File: src/hdl/bctvf_pkg.sv
// shared types and constants for the bc texture block vertical flip
// no dependencies; imported by every module of the block
package bctvf_pkg;

  localparam int unsigned DIM_W      = 15;
  localparam int unsigned GRID_W     = 14;
  localparam int unsigned POS_W      = 12;
  localparam int unsigned OFFSET_W   = 28;
  localparam int unsigned WORD_W     = 64;
  localparam int unsigned CFG_IDX_W  = 2;
  localparam int unsigned CFG_DATA_W = 15;

  typedef enum logic [1:0] {
    FMT_BC1 = 2'd0,
    FMT_BC3 = 2'd1,
    FMT_BC5 = 2'd2,
    FMT_BC7 = 2'd3
  } fmt_t;

  typedef enum logic [CFG_IDX_W-1:0] {
    CFG_IMAGE_WIDTH  = 2'd0,
    CFG_IMAGE_HEIGHT = 2'd1,
    CFG_BLOCK_FORMAT = 2'd2
  } cfg_idx_t;

  typedef struct packed {
    logic [DIM_W-1:0] image_width;
    logic [DIM_W-1:0] image_height;
    fmt_t             block_format;
  } cfg_t;

  typedef struct packed {
    logic [POS_W-1:0]    dest_row;
    logic [OFFSET_W-1:0] byte_offset;
    logic                pos_err;
  } addr_res_t;

endpackage

File: src/hdl/bctvf_flip.sv
// block payload flip: reverses bc1 and bc4-style index rows; bc7 as is
// depends on bctvf_pkg
module bctvf_flip import bctvf_pkg::*; (
  input  fmt_t              fmt,
  input  logic [WORD_W-1:0] lo_word,
  input  logic [WORD_W-1:0] hi_word,
  output logic [WORD_W-1:0] flip_lo,
  output logic [WORD_W-1:0] flip_hi
);

  // endpoints kept, one index byte per pixel row
  function automatic logic [WORD_W-1:0] flip_bc1_half(input logic [WORD_W-1:0] w);
    return {w[39:32], w[47:40], w[55:48], w[63:56], w[31:0]};
  endfunction

  // two endpoint bytes kept, four 12-bit index rows reversed
  function automatic logic [WORD_W-1:0] flip_bc4_half(input logic [WORD_W-1:0] w);
    return {w[27:16], w[39:28], w[51:40], w[63:52], w[15:0]};
  endfunction

  always_comb begin
    case (fmt)
      FMT_BC1: begin
        flip_lo = flip_bc1_half(lo_word);
        flip_hi = '0;
      end
      FMT_BC3: begin
        flip_lo = flip_bc4_half(lo_word);
        flip_hi = flip_bc1_half(hi_word);
      end
      FMT_BC5: begin
        flip_lo = flip_bc4_half(lo_word);
        flip_hi = flip_bc4_half(hi_word);
      end
      default: begin
        flip_lo = lo_word;
        flip_hi = hi_word;
      end
    endcase
  end

endmodule

File: src/hdl/bctvf_addr.sv
// destination row, byte offset and range check for one block
// depends on bctvf_pkg
module bctvf_addr import bctvf_pkg::*; #(
  parameter int unsigned MAX_TEXTURE_DIM = 16384
) (
  input  cfg_t             cfg,
  input  logic [POS_W-1:0] src_row,
  input  logic [POS_W-1:0] src_col,
  output addr_res_t        res
);

  localparam logic [16:0] MAX_DIM = 17'(MAX_TEXTURE_DIM);

  logic [DIM_W-1:0]     width_clamp;
  logic [DIM_W-1:0]     height_clamp;
  logic [DIM_W:0]       width_round;
  logic [DIM_W:0]       height_round;
  logic [GRID_W-1:0]    grid_w;
  logic [GRID_W-1:0]    grid_h;
  logic [GRID_W-1:0]    dest_row_full;
  logic [2*GRID_W-1:0]  row_base;
  logic [2*GRID_W:0]    block_idx;
  logic [2*GRID_W+4:0]  offset_full;
  logic                 err;

  // a clamp above the register range never fires, so the cut to DIM_W is safe
  assign width_clamp  = ({2'b0, cfg.image_width} > MAX_DIM) ? MAX_DIM[DIM_W-1:0]
                                                            : cfg.image_width;
  assign height_clamp = ({2'b0, cfg.image_height} > MAX_DIM) ? MAX_DIM[DIM_W-1:0]
                                                             : cfg.image_height;

  // ceil(dim / 4)
  assign width_round  = {1'b0, width_clamp} + (DIM_W+1)'(3);
  assign height_round = {1'b0, height_clamp} + (DIM_W+1)'(3);
  assign grid_w = width_round[DIM_W:2];
  assign grid_h = height_round[DIM_W:2];

  assign err = ({2'b0, src_row} >= grid_h) || ({2'b0, src_col} >= grid_w);

  assign dest_row_full = grid_h - GRID_W'(1) - {2'b0, src_row};
  assign row_base      = dest_row_full * grid_w;
  assign block_idx     = {1'b0, row_base} + (2*GRID_W+1)'(src_col);
  assign offset_full   = (cfg.block_format == FMT_BC1) ? {block_idx, 3'b000, 1'b0} >> 1
                                                       : {block_idx, 4'b0000};

  always_comb begin
    res.pos_err     = err;
    res.dest_row    = err ? '0 : dest_row_full[POS_W-1:0];
    res.byte_offset = err ? '0 : offset_full[OFFSET_W-1:0];
  end

endmodule

File: src/hdl/bc_texture_block_vertical_flip.sv
// top level of the bc texture block vertical flip: config registers and pipeline
// depends on bctvf_pkg, bctvf_flip and bctvf_addr
//
// Flips one BC1/BC3/BC5 block, or passes one BC7 block through unchanged, per
// cycle while out_stall is low. An item is registered on input, flipped and
// placed by one stage of logic, and held in a result register. The input side
// stalls only when a registered item cannot move into a result register that
// is still waiting. Block placement uses the current image_width, image_height
// and block_format; write them only while no item is in flight. Positions
// outside the block grid give position_error with a zero row and offset; the
// flipped block is still returned.
module bc_texture_block_vertical_flip import bctvf_pkg::*; #(
  parameter int unsigned MAX_TEXTURE_DIM = 16384
) (
  input  logic                  clk,
  input  logic                  rst_n,

  input  logic                  cfg_we,
  input  logic [CFG_IDX_W-1:0]  cfg_index,
  input  logic [CFG_DATA_W-1:0] cfg_wdata,

  input  logic                  in_valid,
  output logic                  in_stall,
  input  logic [WORD_W-1:0]     in_block_low_word,
  input  logic [WORD_W-1:0]     in_block_high_word,
  input  logic [POS_W-1:0]      in_source_block_row,
  input  logic [POS_W-1:0]      in_source_block_col,

  output logic                  out_valid,
  input  logic                  out_stall,
  output logic [WORD_W-1:0]     out_flipped_low_word,
  output logic [WORD_W-1:0]     out_flipped_high_word,
  output logic [POS_W-1:0]      out_dest_block_row,
  output logic [OFFSET_W-1:0]   out_dest_byte_offset,
  output logic                  out_position_error
);

  cfg_t cfg_r;

  logic              s1_valid_r;
  logic [WORD_W-1:0] s1_lo_r;
  logic [WORD_W-1:0] s1_hi_r;
  logic [POS_W-1:0]  s1_row_r;
  logic [POS_W-1:0]  s1_col_r;

  logic                out_valid_r;
  logic [WORD_W-1:0]   out_lo_r;
  logic [WORD_W-1:0]   out_hi_r;
  logic [POS_W-1:0]    out_row_r;
  logic [OFFSET_W-1:0] out_offset_r;
  logic                out_err_r;

  logic [WORD_W-1:0] flip_lo;
  logic [WORD_W-1:0] flip_hi;
  addr_res_t         addr_res;
  logic              s1_advance;
  logic              in_take;

  always_ff @(posedge clk) begin
    if (!rst_n) begin
      cfg_r.image_width  <= DIM_W'(4);
      cfg_r.image_height <= DIM_W'(4);
      cfg_r.block_format <= FMT_BC1;
    end else if (cfg_we) begin
      case (cfg_idx_t'(cfg_index))
        CFG_IMAGE_WIDTH:  cfg_r.image_width  <= cfg_wdata[DIM_W-1:0];
        CFG_IMAGE_HEIGHT: cfg_r.image_height <= cfg_wdata[DIM_W-1:0];
        CFG_BLOCK_FORMAT: cfg_r.block_format <= fmt_t'(cfg_wdata[1:0]);
        default: ;
      endcase
    end
  end

  // the result register frees up when empty or when its item is taken
  assign s1_advance = s1_valid_r && (!out_valid_r || !out_stall);
  assign in_stall   = s1_valid_r && !s1_advance;
  assign in_take    = in_valid && !in_stall;

  always_ff @(posedge clk) begin
    if (!rst_n) begin
      s1_valid_r <= 1'b0;
    end else if (in_take) begin
      s1_valid_r <= 1'b1;
    end else if (s1_advance) begin
      s1_valid_r <= 1'b0;
    end
  end

  always_ff @(posedge clk) begin
    if (in_take) begin
      s1_lo_r  <= in_block_low_word;
      s1_hi_r  <= in_block_high_word;
      s1_row_r <= in_source_block_row;
      s1_col_r <= in_source_block_col;
    end
  end

  bctvf_flip u_flip (
    .fmt     (cfg_r.block_format),
    .lo_word (s1_lo_r),
    .hi_word (s1_hi_r),
    .flip_lo (flip_lo),
    .flip_hi (flip_hi)
  );

  bctvf_addr #(
    .MAX_TEXTURE_DIM (MAX_TEXTURE_DIM)
  ) u_addr (
    .cfg     (cfg_r),
    .src_row (s1_row_r),
    .src_col (s1_col_r),
    .res     (addr_res)
  );

  always_ff @(posedge clk) begin
    if (!rst_n) begin
      out_valid_r <= 1'b0;
    end else if (s1_advance) begin
      out_valid_r <= 1'b1;
    end else if (!out_stall) begin
      out_valid_r <= 1'b0;
    end
  end

  always_ff @(posedge clk) begin
    if (s1_advance) begin
      out_lo_r     <= flip_lo;
      out_hi_r     <= flip_hi;
      out_row_r    <= addr_res.dest_row;
      out_offset_r <= addr_res.byte_offset;
      out_err_r    <= addr_res.pos_err;
    end
  end

  assign out_valid             = out_valid_r;
  assign out_flipped_low_word  = out_lo_r;
  assign out_flipped_high_word = out_hi_r;
  assign out_dest_block_row    = out_row_r;
  assign out_dest_byte_offset  = out_offset_r;
  assign out_position_error    = out_err_r;

  // the input side only backs up behind a held item
  a_stall_needs_item: assert property (@(posedge clk) disable iff (!rst_n)
    in_stall |-> (s1_valid_r && out_valid_r))
    else $error("input stalled with no item held");

  a_take_fills_stage: assert property (@(posedge clk) disable iff (!rst_n)
    in_take |=> s1_valid_r)
    else $error("accepted item lost from input register");

  a_err_zeroes_place: assert property (@(posedge clk) disable iff (!rst_n)
    (out_valid_r && out_err_r) |-> (out_row_r == '0 && out_offset_r == '0))
    else $error("out-of-grid block carries a row or offset");

  a_offset_aligned: assert property (@(posedge clk) disable iff (!rst_n)
    out_valid_r |-> (out_offset_r[2:0] == 3'b000))
    else $error("byte offset not block aligned");

endmodule

File: config.mk
export PLATFORM = sky130hd
export DESIGN_NAME = bc_texture_block_vertical_flip
export DESIGN_NICKNAME = d
export VERILOG_FILES = /design/src/hdl/bctvf_pkg.sv /design/src/hdl/bctvf_flip.sv /design/src/hdl/bctvf_addr.sv /design/src/hdl/bc_texture_block_vertical_flip.sv
export SDC_FILE = /design/constraint.sdc
export NUM_CORES = 1
export LEC_CHECK = 0
export BUFFER_PORTS_ARGS = -buffer_cell sky130_fd_sc_hd__buf_4
export CORE_MARGIN = 3
export CORE_UTILIZATION = 55
export CTS_CLUSTER_DIAMETER = 40
export CTS_CLUSTER_SIZE = 12
export DETAILED_ROUTE_END_ITERATION = 8
export GPL_ROUTABILITY_DRIVEN = 0
export PLACE_DENSITY = 0.86
export SYNTH_ARGS = -nofsm -noshare
export SYNTH_HDL_FRONTEND = slang
export SYNTH_HIERARCHICAL = 1
export SYNTH_SLANG_ARGS = --single-unit
File: constraint.sdc
create_clock -name clk -period 41.5 [get_ports clk]
set_input_delay 6.225 -clock clk [delete_from_list [all_inputs] [get_ports clk]]
set_output_delay 6.225 -clock clk [all_outputs]
set_load 0.01 [all_outputs]
Word level (Yosys, flattened, before mapping) --
Index checks and enable logic that the tools add are counted.
Storage, ports and cells: output and inout bits 171, ROM bits 0, bits in latches 0, logic and storage cells 57, bits in writable memories 0, flip-flop bits (word level) 355, input port bits 174, memories kept 0
Cells by class: equal/unequal tests 5, reduce and logical (&&, ||, !) cells 17, muxes and demuxes 9, shifts and indexed selects 0, div/mod/pow operators 0, bitwise gates (word level) 1, multiply operators 1, order comparisons 4, $add $sub $neg 5
Operators by type and width (number):
- $pmux 64 s3 | 1
- $pmux 64 s2 | 1
- $add 15x2->16 const B | 2
- $gt 15x15->1 const B | 2
- $mux 15 | 2
- $ge 12x14->1 | 2
- $mux 28 | 1
- $add 25x12->25 | 1
- $mul 14x14->25 | 1
- $sub 14x1->14 const B | 1
- $sub 14x12->14 | 1
- $reduce_and 2->1 | 3
- $eq 2x1->1 const B | 2
- $eq 2x2->1 const B | 2
- $logic_not 1->1 | 4
- $logic_not 2->1 | 2
- $mux 1 | 4
- $reduce_or 2->1 | 2
- $logic_and 1x1->1 | 3
- $logic_or 1x1->1 | 2
- $ne 2x1->1 const B | 1
- $reduce_bool 2->1 | 1
- $not 1->1 | 1

Longest topological paths before layout --
Gate-level depths: netlist of the first run.
depth in word-level cells 8, mapped depth 36, mapped depth without buffers 34

By module --
Netlist of the first run, hierarchy kept.
Modules (own cells, without submodules):
- bc_texture_block_vertical_flip | instances 1, area an instance 10945.5 sq um, cells each 452
- bctvf_addr | instances 1, area an instance 8459.4 sq um, cells each 1081
- bctvf_flip | instances 1, area an instance 1873.0 sq um, cells each 306

Worst setup path after synthesis of the first run --
OpenSTA, ideal clock, no wires.
path type input to register, from input out_stall, to register out_row_r[0], in the netlist out_dest_block_row[0], enable pin, slack 22.132 ns, data arrival time 18.414 ns, stages on the path 1, path buffers 0, cell sequence a21boi_0
Between the ends: cells in the longest elaborated chain, start to end 3
Ends and longest elaborated chain:
- from (decl) | line bc_texture_block_vertical_flip.sv:30 | input logic out_stall,
- $logic_not 1->1
- $logic_or 1x1->1 | line bc_texture_block_vertical_flip.sv:75 | assign s1_advance = s1_valid_r && (!out_valid_r || !out_stall);
- $logic_and 1x1->1 | line bc_texture_block_vertical_flip.sv:75
- to (signal assigned) | line bc_texture_block_vertical_flip.sv:129 | out_row_r <= addr_res.dest_row;
- to (decl) | line bc_texture_block_vertical_flip.sv:49 | logic [POS_W-1:0] out_row_r;
Every way passes these cells. A chain may end at the register's enable or synchronous reset.

Final worst setup path of the first run --
from input out_stall, to output in_stall
Between the ends: cells in the longest elaborated chain, start to end 5
Ends and longest elaborated chain:
- $logic_not 1->1
- $logic_or 1x1->1 | line bc_texture_block_vertical_flip.sv:75
- $logic_and 1x1->1 | line bc_texture_block_vertical_flip.sv:75
- $logic_not 1->1 | line bc_texture_block_vertical_flip.sv:76 | assign in_stall = s1_valid_r && !s1_advance;
- $logic_and 1x1->1 | line bc_texture_block_vertical_flip.sv:76
- to (decl) | line bc_texture_block_vertical_flip.sv:23 | output logic in_stall,
Every way passes these cells.

==> run summary, run 1 <==
================================================================================
Run status                                                          finished clean
Compound-Gate Fraction of Synth Area                                      9.461%
Primary flip-flop cell chosen by synthesis mapping                  sky130_fd_sc_hd__edfxtp_1
Detailed-route wire length                                              54500 um
Setup TNS Final                                                             0 ns
Placed Instances                                                            2630
Buffer depth of the longest clock path                                         3
Die Y                                                                   202.7 um
Netlist cell types                                                            69
Cell chosen for the clock root                                      sky130_fd_sc_hd__clkbuf_16
CTS Hold Buffers Added                                                         0
# clock sinks                                                                355
Net count of the finished layout                                            2607
Mean number of vias per cell                                               5.739
Kind of end point of the critical path                              primary output
Area of the mapped netlist                                           21280 sq um
VDD IR max                                                              25.63 uV
Clock Power Share                                                          32.5%
Number of setup buffers added after CTS                                        0
Number of cells produced by synthesis                                       1839
Global Route Usage Sum                                                    26.19%
Count of state elements after synthesis                                      355
Fin worst setup slack                                                   28.53 ns
Resize count post-CTS                                                          0
Latest clock arrival within the worst-skew pair                          0.56 ns
Number of max-slew violations in the final report                              0
Count of antenna diodes in the layout                                          0
Worst Path Max Fanout                                                          3
Sequential cell area fraction in the yosys report                         48.50%
DRC violation count after routing                                              0
Leakage                                                                 10.94 nW
Area of all placed cells without fillers                             25570 sq um
Core region area                                                     37930 sq um
Grt total ovfl                                                                 0
Dpl hpwl                                                                40830 um
Clock tree from TritonCTS                                                  built
Peak Freq                                                              77.11 MHz
Slew HR                                                                   19.81%
Worst hold path class                                               flop to flop
Post-route insts no fill                                                    2701
Worst path most repeated cell                                       sky130_fd_sc_hd__buf_4
Yosys warns                                                                    6
Synth Area in Adders                                                      21.18%
Part of the total power dissipated in combinational logic                  29.3%
First drt pass iteration count                                                 7
Slew at the pin closest to its max-slew limit                           1.198 ns
Growth of design area from synthesis to finish                            20.16%
Fill cell instance count of the final layout                                2622
Wire length of the first global-routing pass                            84460 um
Worst setup skew after layout                                         0.01454 ns
Placement row count                                                           71
Share of synthesized area spent on multiplexers                           1.505%
Placed cell areas                                                    24180 sq um
CTS clk-pin slew, worst paths                                            0.05 ns
Dominant combinational cell family by area after synthesis           adder cells
Proportion of layout cells with a drive suffix above 1                    20.46%
Cell at the slowest stage of the critical path                      sky130_fd_sc_hd__and3_1
Part of the cycle the worst path needs                                    31.25%
Number of endpoints with negative hold slack in the final report               0
Width of the die                                                        202.7 um
Final critical-path required period                                     12.97 ns
IO Port Bufs                                                                 344
Setup repair after global routing missed its margin                           no
Crit path DAT                                                            6.74 ns
I/O Pins                                                                     345
H-tree depth reported by CTS                                                   2
Finish-stage setup viols                                                       0
Setup slack after placement                                             28.53 ns
Overall Power                                                           1.116 mW
First DRT Iteration DRCs                                                    1302
Final hold slack                                                       0.4190 ns
Endpoint required time on the critical path                             35.27 ns
Number of enable-type register cells in the synthesized netlist              321
Wirelength per Cell                                                     20.18 um
Max Cap Violations                                                             0
Count of nets left with antenna violations after detail routing                0
Initial cell density of the core                                          56.09%
Largest incremental delay on the critical path                           0.23 ns
Worst-path cell chain                                               buf_4 -> and3_1 -> buf_4
Number of antenna violations at the first check in global routing              0
Via count                                                                  15500
Switching fraction of total power                                         31.18%
Sequential fraction of design power                                        38.2%
Net switching power of the design                                      0.3481 mW
Die area                                                             41080 sq um
Largest net degree at the start of global routing                            152
Via count of the first global-routing pass                                 15780
Int Power                                                              0.7683 mW
Post-Synth XOR/XNOR Area                                                  2.834%
Fraction of registers with async set or reset after synthesis                 0%
Critical path startpoint category                                   primary input
Power per cell area                                                 43.67 nW/um^2
Setup CP Type                                                       primary input to primary output
Simple-gate share of the synthesized area                                 10.11%
Layout Utilization                                                        67.40%
Mean post-synth cell area                                            11.57 sq um
Inserted Clock Buffers                                                        43
================================================================================
[sequential cells by signal (all words and copies together) (netlist names)]
signal	flops
s1_hi_r	64
s1_lo_r	64
out_valid	1
out_dest_byte_offset	28
out_dest_block_row	12
out_flipped_low_word	64
s1_col_r	12
s1_valid_r	1
out_flipped_high_word	64
s1_row_r	12
cfg_r	32
out_position_error	1
[cell usage after synthesis (15+ instances only)]
| library cell | number | share of area [%] |
|---|---|---|
| sky130_fd_sc_hd__a21o_1 | 15 | 0.53 |
| sky130_fd_sc_hd__a21oi_1 | 52 | 1.2 |
| sky130_fd_sc_hd__a22o_1 | 32 | 1.3 |
| sky130_fd_sc_hd__a22oi_1 | 64 | 2.3 |
| sky130_fd_sc_hd__buf_2 | 20 | 0.47 |
| sky130_fd_sc_hd__buf_4 | 26 | 0.92 |
| sky130_fd_sc_hd__clkbuf_1 | 35 | 0.62 |
| sky130_fd_sc_hd__dfxtp_1 | 34 | 3.2 |
| sky130_fd_sc_hd__edfxtp_1 | 321 | 45 |
| sky130_fd_sc_hd__fa_1 | 152 | 14 |
| sky130_fd_sc_hd__ha_1 | 117 | 6.9 |
| sky130_fd_sc_hd__inv_1 | 214 | 3.8 |
| sky130_fd_sc_hd__mux2i_1 | 32 | 1.5 |
| sky130_fd_sc_hd__nand2_1 | 249 | 4.4 |
| sky130_fd_sc_hd__nor2_1 | 152 | 2.7 |
| sky130_fd_sc_hd__nor2b_1 | 25 | 0.74 |
| sky130_fd_sc_hd__o21ai_0 | 60 | 1.4 |
| sky130_fd_sc_hd__o21ai_1 | 20 | 0.47 |
| sky130_fd_sc_hd__xnor2_1 | 40 | 1.6 |
| sky130_fd_sc_hd__xor2_1 | 27 | 1.1 |
[final cells by class]
cell class	count	area, sq um	share of cell area, %
clock inverter	21	229.0	0.8956
clock buffer	50	1155	4.517
timing repair buffer	361	2723	10.65
sequential	355	10320	40.36
inverter	219	822.0	3.215
multi-input combinational	1184	9679	37.86
tap	511	639.4	2.501
[power groups by stage]
stage | clock network (mW) | registers (mW) | logic [mW]
2_1_floorplan | 0 | 0.441 | 0.225
3_3_place_gp | 0 | 0.432 | 0.307
3_5_place_dp | 0 | 0.433 | 0.321
4_1_cts | 0.370 | 0.426 | 0.324
5_1_grt | 0.386 | 0.428 | 0.364
6_report | 0.363 | 0.426 | 0.327
[critical path: cells and delay by family]
kind / cells / cell delay [ns]
AND/OR/NAND/NOR: 1 / 0.23
buffers and inverters: 2 / 0.29
[final timing paths]
check        cells past startpoint        from  slack, ns                       end
min reg2reg                      0  s1_lo_r[4]       0.42   out_flipped_low_word[4]
max                              3   out_stall      28.53                  in_stall
min                              0  s1_lo_r[4]       0.42   out_flipped_low_word[4]
max reg2reg                     30    cfg_r[4]      31.40  out_dest_byte_offset[27]
[layout by cell type, fill, tap and decap left out, drive strengths merged, types with 50 or more instances in the layout]
cell    Yosys  final
clkbuf     36     50
a22oi      64     64
buf        57    361
ha        117    117
nand2     249    249
inv       214    219
nor2      152    152
fa        152    152
o21ai      80     80
a21oi      52     52
edfxtp    321    321
[layer usage]
metal / routed length [um] / up-vias / track usage [%]
met3: 4874 / 162 / 5.163
met2: 27260 / 859 / 45.53
met1: 19800 / 7600 / 31.91
met5: 0 / - / 0
li1: - / 6880 / -
met4: 2557 / 0 / 11.56
[kinds of logic after synthesis]
family / Yosys count
other: 2
AO/OA/AOI/OAI: 299
XOR/XNOR: 68
multiplexers: 32
buffers and inverters: 312
AND/OR/NAND/NOR: 502
flip-flops: 355
adder cells (fa/ha/maj): 269
(Power assumes the default switching activity.)
==> run 2: changes to the inputs <==
- clock period: 41.5 -> 12.7 ns (I/O delays scaled with it)
==> run 2 against run 1 <==
Net effect:
- via count increased by 0.12%
- first-iteration DRC count decreased by 8.6%
- critical endpoint is now out_dest_byte_offset[27]
- count of clock-buffer cells in the layout unchanged
- sequential power rose to 3.3 times the previous value
- global-route usage is essentially flat
- critical path depth rose by 27
- worst setup slack worse by 26 ns
- largest power group unchanged
==> run summary, run 2 (synthesized netlist as in run 1, its figures left out) <==
================================================================================
Run status                                                          finished clean   unchanged
Setup repair after global routing missed its margin                           no   unchanged
Setup CP Type                                                       flop to flop   was primary input to primary output
Number of antenna violations at the first check in global routing              1   was 0
Max Cap Violations                                                             0   unchanged
Grt total ovfl                                                                 0   unchanged
Growth of design area from synthesis to finish                            20.27%   was 20.16%
Buffer depth of the longest clock path                                         3   unchanged
Number of setup buffers added after CTS                                        0   unchanged
Mean number of vias per cell                                               5.746   was 5.739
Count of nets left with antenna violations after detail routing                0   unchanged
# clock sinks                                                                355   unchanged
Peak Freq                                                              101.4 MHz
Via count of the first global-routing pass                                 15550   was 15780
Slew at the pin closest to its max-slew limit                           1.192 ns   was 1.198 ns
Wirelength per Cell                                                     20.32 um   was 20.18 um
Number of max-slew violations in the final report                              0   unchanged
Die Y                                                                   202.7 um   unchanged
Detailed-route wire length                                              54890 um   was 54500 um
Final hold slack                                                       0.4201 ns   was 0.4190 ns
I/O Pins                                                                     345   unchanged
Clock Power Share                                                          33.5%   was 32.5%
Sequential fraction of design power                                        37.9%   was 38.2%
Worst Path Max Fanout                                                         12   was 3
Proportion of layout cells with a drive suffix above 1                    20.51%   was 20.46%
Worst setup skew after layout                                         0.02163 ns   was 0.01454 ns
Clock tree from TritonCTS                                                  built   unchanged
Net count of the finished layout                                            2604   was 2607
VDD IR max                                                              100.8 uV   was 25.63 uV
Endpoint required time on the critical path                             13.01 ns   was 35.27 ns
Final critical-path required period                                     9.859 ns
Width of the die                                                        202.7 um   unchanged
Finish-stage setup viols                                                       0   unchanged
Slew HR                                                                   20.50%   was 19.81%
First drt pass iteration count                                                 5   was 7
Resize count post-CTS                                                          0   unchanged
Die area                                                             41080 sq um   unchanged
Global Route Usage Sum                                                    26.20%   was 26.19%
IO Port Bufs                                                                 344   unchanged
Placement row count                                                           71   unchanged
Latest clock arrival within the worst-skew pair                          0.58 ns   was 0.56 ns
Power per cell area                                                 143.8 nW/um^2   was 43.67 nW/um^2
Fill cell instance count of the final layout                                2600   was 2622
DRC violation count after routing                                              0   unchanged
Net switching power of the design                                       1.151 mW   was 0.3481 mW
Int Power                                                               2.529 mW   was 0.7683 mW
H-tree depth reported by CTS                                                   2   unchanged
Cell chosen for the clock root                                      sky130_fd_sc_hd__clkbuf_16   unchanged
Number of endpoints with negative hold slack in the final report               0   unchanged
Largest incremental delay on the critical path                           0.74 ns   was 0.23 ns
Inserted Clock Buffers                                                        44   was 43
Crit path DAT                                                           10.17 ns   was 6.74 ns
Part of the total power dissipated in combinational logic                  28.6%   was 29.3%
Setup TNS Final                                                             0 ns   unchanged
CTS Hold Buffers Added                                                         0   unchanged
Worst path most repeated cell                                       sky130_fd_sc_hd__fa_1   was sky130_fd_sc_hd__buf_4
Dpl hpwl                                                                41350 um   was 40830 um
Core region area                                                     37930 sq um   unchanged
Largest net degree at the start of global routing                             93   was 152
Wire length of the first global-routing pass                            83960 um   was 84460 um
Highest-count cells in the layout ignoring fill and taps            sky130_fd_sc_hd__buf_4, sky130_fd_sc_hd__edfxtp_1, sky130_fd_sc_hd__nand2_1, sky130_fd_sc_hd__inv_1   unchanged
Via count                                                                  15520   was 15500
Initial cell density of the core                                          56.09%   unchanged
Cell at the slowest stage of the critical path                      sky130_fd_sc_hd__a41oi_1   was sky130_fd_sc_hd__and3_1
Switching fraction of total power                                         31.29%   was 31.18%
Kind of end point of the critical path                                      flop   was primary output
First DRT Iteration DRCs                                                    1190   was 1302
Leakage                                                                 10.95 nW   was 10.94 nW
CTS clk-pin slew, worst paths                                            0.06 ns   was 0.05 ns
Part of the cycle the worst path needs                                    77.63%
Commonest non-fill, non-tap cell in the layout                      sky130_fd_sc_hd__buf_4   unchanged
Critical path startpoint category                                           flop   was primary input
Worst hold path class                                               flop to flop   unchanged
================================================================================
run 2: cell count changes in the layout (fill, tap and decap cells not counted), moves of 2 or more:
cell                       previous run  this run
sky130_fd_sc_hd__inv_6                4         0
sky130_fd_sc_hd__clkinv_2             3         5
sky130_fd_sc_hd__inv_8                1         4
sky130_fd_sc_hd__inv_4                0         2
sky130_fd_sc_hd__buf_4              360       357
sky130_fd_sc_hd__clkinv_4             4         2
run 2: power by group through the flow:
stage,Clock [mW],Sequential (mW),Combinational (mW)
global route,1.30,1.40,1.18
finish,1.23,1.39,1.05
global placement,0,1.41,0.998
floorplan,0,1.44,0.735
detailed placement,0,1.42,1.04
CTS,1.26,1.39,1.05
run 2: through the flow:
stage                     worst slack (ns)  instance area (sq um)  power, mW  std cells  utilization, %
after CTS                            3.012                  25590      3.700       2700           67.46
after global placement               3.392                  24140      2.410       2626           63.65
final                                2.841                  25590      3.680       2701           67.46
after floorplan                      2.121                  21320      2.171       1851               -
after global routing                 2.288                  25590      3.881       2701           67.46
after detailed placement             3.058                  24140      2.451       2626           63.65
run 2: final cells by class:
| cell class | count | area [sq um] | share of cell area, % |
|---|---|---|---|
| flip-flops and latches | 355 | 10320 | 40.33 |
| clock buffers | 50 | 1149 | 4.488 |
| diodes | 1 | 2.502 | 0.009779 |
| repair buffers | 357 | 2680 | 10.47 |
| multi-input cells | 1184 | 9682 | 37.83 |
| clock inverters | 24 | 296.5 | 1.159 |
| inverters | 219 | 822.0 | 3.212 |
| well taps | 511 | 639.4 | 2.498 |
run 2: final timing paths:
check / cells past startpoint / from / slack [ns] / end
max reg2reg: 30 / cfg_r[5] / 2.84 / out_dest_byte_offset[27]
min reg2reg: 0 / s1_lo_r[2] / 0.42 / out_flipped_low_word[2]
max: 30 / cfg_r[5] / 2.84 / out_dest_byte_offset[27]
min: 0 / s1_lo_r[2] / 0.42 / out_flipped_low_word[2]
run 2: metal layers:
layer	GRT usage, %	up-vias	wire length [um]
met5	0	-	0
met1	31.29	7555	19650
met2	44.35	900	27150
li1	-	6876	-
met3	5.932	189	4988
met4	14.25	0	3100
run 2: worst max-delay path: cells and delay by family, from the launching register on:
| family | cells | cell delay (ns) |
|---|---|---|
| adders and majority gates | 9 | 4.30 |
| AOI/OAI and AO/OA | 8 | 2.66 |
| and+or+nand+nor | 8 | 1.28 |
| xor gates and xnor gates | 1 | 0.70 |
| DFF | 1 | 0.42 |
| buffers and inverters | 4 | 0.21 |
